`config.mk`:
```
export PLATFORM = sky130hd
export DESIGN_NAME = sdf_sqrt_pipe
export DESIGN_NICKNAME = d
export VERILOG_FILES = /design/src/rtl/sdf_sqrt_pipe.sv
export SDC_FILE = /design/constraint.sdc
export NUM_CORES = 2
export LEC_CHECK = 0
export BUFFER_PORTS_ARGS = -buffer_cell sky130_fd_sc_hd__buf_2
export CORE_UTILIZATION = 60
export CTS_CLUSTER_SIZE = 25
export DETAILED_ROUTE_END_ITERATION = 8
export PLACE_DENSITY_LB_ADDON = 0.05
export SLEW_MARGIN = 10
export SYNTH_ARGS = -nofsm -noshare
export SYNTH_HDL_FRONTEND = slang
export SYNTH_SLANG_ARGS = --single-unit
```
`constraint.sdc`:
```
create_clock -name clk -period 7.5 [get_ports clk]
set_input_delay 0 -clock clk [delete_from_list [all_inputs] [get_ports clk]]
set_output_delay 0 -clock clk [all_outputs]
set_load 0.01 [all_outputs]
```
`src/rtl/sdf_sqrt_pipe.sv`:
```
// Pipelined integer square root, one result bit per stage.
module sdf_sqrt_pipe #(
  parameter int SW  = 66,
  parameter int SBW = 1
) (
  input  logic              clk,
  input  logic              rst_n,
  input  logic              en,
  input  logic              in_valid,
  input  logic [SW-1:0]     in_rad,
  input  logic [SBW-1:0]    in_sb,
  output logic              out_valid,
  output logic [SW/2-1:0]   out_root,
  output logic [SBW-1:0]    out_sb
);

  localparam int IT = SW / 2;

  logic           stg_vld [IT+1];
  logic [SW-1:0]  stg_op  [IT+1];
  logic [SW-1:0]  stg_res [IT+1];
  logic [SBW-1:0] stg_sb  [IT+1];

  assign stg_vld[0] = in_valid;
  assign stg_op[0]  = in_rad;
  assign stg_res[0] = '0;
  assign stg_sb[0]  = in_sb;

  for (genvar s = 0; s < IT; s++) begin : g_stage
    localparam int E = SW - 2 - 2 * s;
    logic [SW-1:0] one_c, trial, op_nxt, res_nxt;

    assign one_c = {{(SW-1){1'b0}}, 1'b1} << E;
    assign trial = stg_res[s] + one_c;

    always_comb begin
      if (stg_op[s] >= trial) begin
        op_nxt  = stg_op[s] - trial;
        res_nxt = (stg_res[s] >> 1) + one_c;
      end else begin
        op_nxt  = stg_op[s];
        res_nxt = stg_res[s] >> 1;
      end
    end

    always_ff @(posedge clk) begin
      if (!rst_n) begin
        stg_vld[s+1] <= 1'b0;
      end else if (en) begin
        stg_vld[s+1] <= stg_vld[s];
      end
    end

    always_ff @(posedge clk) begin
      if (en) begin
        stg_op[s+1]  <= op_nxt;
        stg_res[s+1] <= res_nxt;
        stg_sb[s+1]  <= stg_sb[s];
      end
    end
  end

  assign out_valid = stg_vld[IT];
  assign out_root  = stg_res[IT][IT-1:0];
  assign out_sb    = stg_sb[IT];

endmodule

```
==> flow_summary.rst <==
.. list-table::
   :header-rows: 1

   * - Metric
     - Value
   * - Insertion delay of the later-clocked pin in the worst-skew pair
     - 0.96 ns
   * - Commonest cells after routing, fill and taps aside
     - sky130_fd_sc_hd__edfxtp_1 (2706), sky130_fd_sc_hd__inv_1 (735), sky130_fd_sc_hd__nor2_1 (678)
   * - Chain of cells forming the critical path
     - ha_1, nand2b_1, a21oi_1, o21ai_0, a2111oi_0, nor2_1, o41ai_2, buf_4, nor3b_2, nand4_1, xnor2_1
   * - Actual slew at the worst max-slew pin
     - 1.264 ns
   * - Status
     - finished clean
   * - Cell count after placement
     - 13250
   * - Fillcell total
     - 15440
   * - Remaining DRCs
     - 0
   * - Total number of H-tree levels
     - 5
   * - Post-Route Utilization
     - 0.6723
   * - Setup WS pre-CTS
     - 2.054 ns
   * - Initial cell density of the core
     - 0.6035
   * - Most instantiated flip-flop cell in the synthesis netlist
     - sky130_fd_sc_hd__edfxtp_1
   * - Mux cell area share after synthesis
     - 0.01144
   * - Critical Path Slowest Stage Cell
     - sky130_fd_sc_hd__a2111oi_0
   * - Share of the clock period used by the worst path
     - 0.7495
   * - DR pass1 iterations
     - 6
   * - Number of cells traversed by the worst hold path
     - 2
   * - Power share of the clock group
     - 0.317
   * - Number of warnings reported in the yosys synthesis log
     - 0
   * - Tot GR Track Use
     - 0.3067
   * - Row count
     - 171
   * - Via density per instance
     - 6.166
   * - Register area share after synthesis
     - 0.6251
   * - Largest stage delay on the critical path
     - 1.12 ns
   * - Register clock-pin slew on the reported worst setup and hold paths
     - 0.06 ns
   * - Netlist area before placement
     - 131100 um^2
   * - Max Root-Sink Buffers
     - 4
   * - Final Hold Fails
     - 0
   * - Flops & latches, synth
     - 2739
   * - Simple-gate share of the synthesized area
     - 0.1248
   * - Reg area
     - 81920 um^2
   * - Final Slew Violations
     - 0
   * - Dominant combinational cell family by area after synthesis
     - simple AND/OR/NAND/NOR gates
   * - Area of the multi-input gates
     - 45580 um^2
   * - Worst supply voltage drop on vdd
     - 310.1 uV
   * - Die span in y
     - 469.4 um
   * - Share of final-layout standard cells stronger than drive strength 1
     - 0.07179
   * - Die Wd
     - 469.4 um
   * - Maximum number of pins on one net before global-route repair
     - 193
   * - Cell class contributing the biggest share of worst-path delay
     - compound AO/OA/AOI/OAI gates
   * - Largest driver fanout on the critical path
     - 64
   * - WL per Instance
     - 24.56 um
   * - Post-detailed-placement half-perimeter wirelength
     - 255800 um
   * - Clock tree root driver cell
     - sky130_fd_sc_hd__clkbuf_16
   * - Logic depth of the worst setup path including buffers
     - 11
   * - Synthesized netlist net count
     - 11110
   * - Placeable core region
     - 217200 um^2
   * - Post-Route Hold Slack
     - 0.2119 ns
   * - Via count of the first global-routing pass
     - 83570
   * - Worst hold path type
     - in2reg
   * - Post-synthesis cell type count
     - 93
   * - Placement Cell Area
     - 135000 um^2
   * - Critical path buffers and inverters
     - 1
   * - Number of antenna violations at the first check in global routing
     - 15
   * - Clk_skew
     - 0.07853 ns
   * - Layout Cell Area excl Fill
     - 146000 um^2
   * - Number of cells traversed by the worst register-to-register path
     - 11
   * - Clock buffers created by TritonCTS
     - 301
   * - Final period demand of the worst path
     - 5.621 ns
   * - Share of synthesized cell area in full adder, half adder and majority cells
     - 0.05633
   * - Power density over cell area
     - 313.8 nW/um^2
   * - Global placer's final weighted congestion
     - 0.9392
   * - Number of enable flip-flop cells after synthesis
     - 2706
   * - CP startpoint kind
     - register
   * - Total congestion overflow
     - 0
   * - Count of input and output buffers
     - 105
   * - Overall power consumption
     - 45.82 mW
   * - Worst relative slew slack
     - 0.1514
   * - Relative contribution of combinational cells to total power
     - 0.220
   * - Kind of critical path
     - reg2reg
   * - Global-route wire length before repair
     - 510100 um
   * - TritonCTS clock tree
     - built
   * - Kind of capture point of the worst setup path
     - register
   * - Number of top-level pins
     - 106
   * - Share of flip-flops with an asynchronous set or reset after synthesis
     - 0
   * - Post-route insts no fill
     - 13910
   * - Cells resized by post-CTS repair
     - 0
   * - Worst endpoint data arrival time
     - 6.30 ns
   * - Total Die Area
     - 220300 um^2
   * - Total negative setup slack
     - 0 ns
   * - Number of failing setup endpoints in the final timing report
     - 0
   * - Net count reported at finish
     - 11500
   * - Net Sw Power
     - 13.80 mW
   * - # clock sinks
     - 2739
   * - Fmax
     - 177.9 MHz
   * - Compound-cell area share of the yosys netlist
     - 0.09141
   * - Setup repair after global routing missed its margin
     - no
   * - Post-synthesis average cell area
     - 12.54 um^2
   * - Post-detailed-route count of antenna-violating nets
     - 0
   * - Share of total power in sequential cells
     - 0.464
   * - Most common cell after layout, fill and taps aside
     - sky130_fd_sc_hd__edfxtp_1
   * - Total of max-cap violations
     - 0
   * - Synthesized instance count
     - 10450
   * - LEAKAGE
     - 54.85 nW
   * - Area Growth Syn to Fin
     - 11.41%
   * - Pint
     - 32.02 mW
   * - Number of design-rule violations left by the first detailed-router iteration
     - 8718
   * - Total number of vias
     - 85740
   * - Worst endpoint required time
     - 8.18 ns
   * - Switch share
     - 0.3011
   * - Xor and xnor area share after synthesis
     - 0.06289
   * - Total wire length after detailed routing
     - 341500 um
   * - Final Worst Setup Slack
     - 1.879 ns
## layer usage
layer,wire (um),track usage,part of all wire,vias up
met5,11,0,0.000032,-
li1,-,-,-,39920
met3,22270,0.04336,0.065,761
met2,167900,0.5236,0.49,3350
met1,135200,0.3906,0.40,41700
met4,16180,0.1342,0.047,2
## layout make-up
cell class / instances / area share
Sequential cell: 2739 / 0.5611
Multi-Input combinational cell: 6745 / 0.3122
Clock buffer: 377 / 0.05552
Tap cell: 2854 / 0.02446
Inverter: 739 / 0.01900
Timing Repair Buffer: 308 / 0.01765
Clock inverter: 138 / 0.01002
Antenna cell: 5 / 0.00008570
## cell usage after synthesis (all sizes together) (118+ instances only)
| library cell | count | area share |
|---|---|---|
| a21o | 248 | 0.014 |
| a21oi | 638 | 0.025 |
| clkbuf | 204 | 0.0058 |
| edfxtp | 2706 | 0.62 |
| ha | 590 | 0.056 |
| inv | 739 | 0.021 |
| nand2 | 665 | 0.019 |
| nand2b | 118 | 0.0056 |
| nand3 | 182 | 0.0070 |
| nand4 | 178 | 0.0085 |
| nor2 | 687 | 0.020 |
| nor3 | 308 | 0.012 |
| nor4 | 368 | 0.018 |
| o21ai | 483 | 0.018 |
| xnor2 | 460 | 0.031 |
| xor2 | 481 | 0.032 |
## cells by family (layout without fill, tap and decap cells)
family                     after synthesis  count (layout)
adders and majority gates              590             590
xor gates and xnor gates               941             941
and+or+nand+nor                       3142            3142
DFF                                   2739            2739
muxes                                  138             138
other                                    0               5
buffers and inverters                  967            1562
AOI/OAI and AO/OA                     1934            1934
## timing repair
item,in CTS,in global routing
buffers inserted,0,0
hold buffers,140,0
setup endpoints to repair,0,0
hold endpoints to repair,216,0
## registers in the layout (all words and copies together) (netlist names)
signal     count
out_valid      1
stg_sb        32
out_sb         1
stg_op      2112
out_root      33
stg_vld       32
stg_res      528
## power by group through the flow
stage          Clock [mW]  Combinational [mW]  Sequential, mW
3_5_place_dp            0                9.82            21.5
2_1_floorplan           0                7.03            20.5
4_1_cts              14.7                9.96            21.2
3_3_place_gp            0                9.68            21.4
5_1_grt              15.3                11.0            21.4
6_report             14.5                10.1            21.2
## worst paths after layout
| kind | slack, ns | start | to |
|---|---|---|---|
| setup / recovery | 1.88 | stg_op[340] | stg_op[318] |
| hold / removal | 0.21 | en | stg_op[1640] |
| setup reg to reg | 1.88 | stg_op[340] | stg_op[318] |
| hold reg to reg | 0.40 | stg_sb[18] | stg_sb[17] |
No activity file was read; power rests on OpenSTA's default activity.
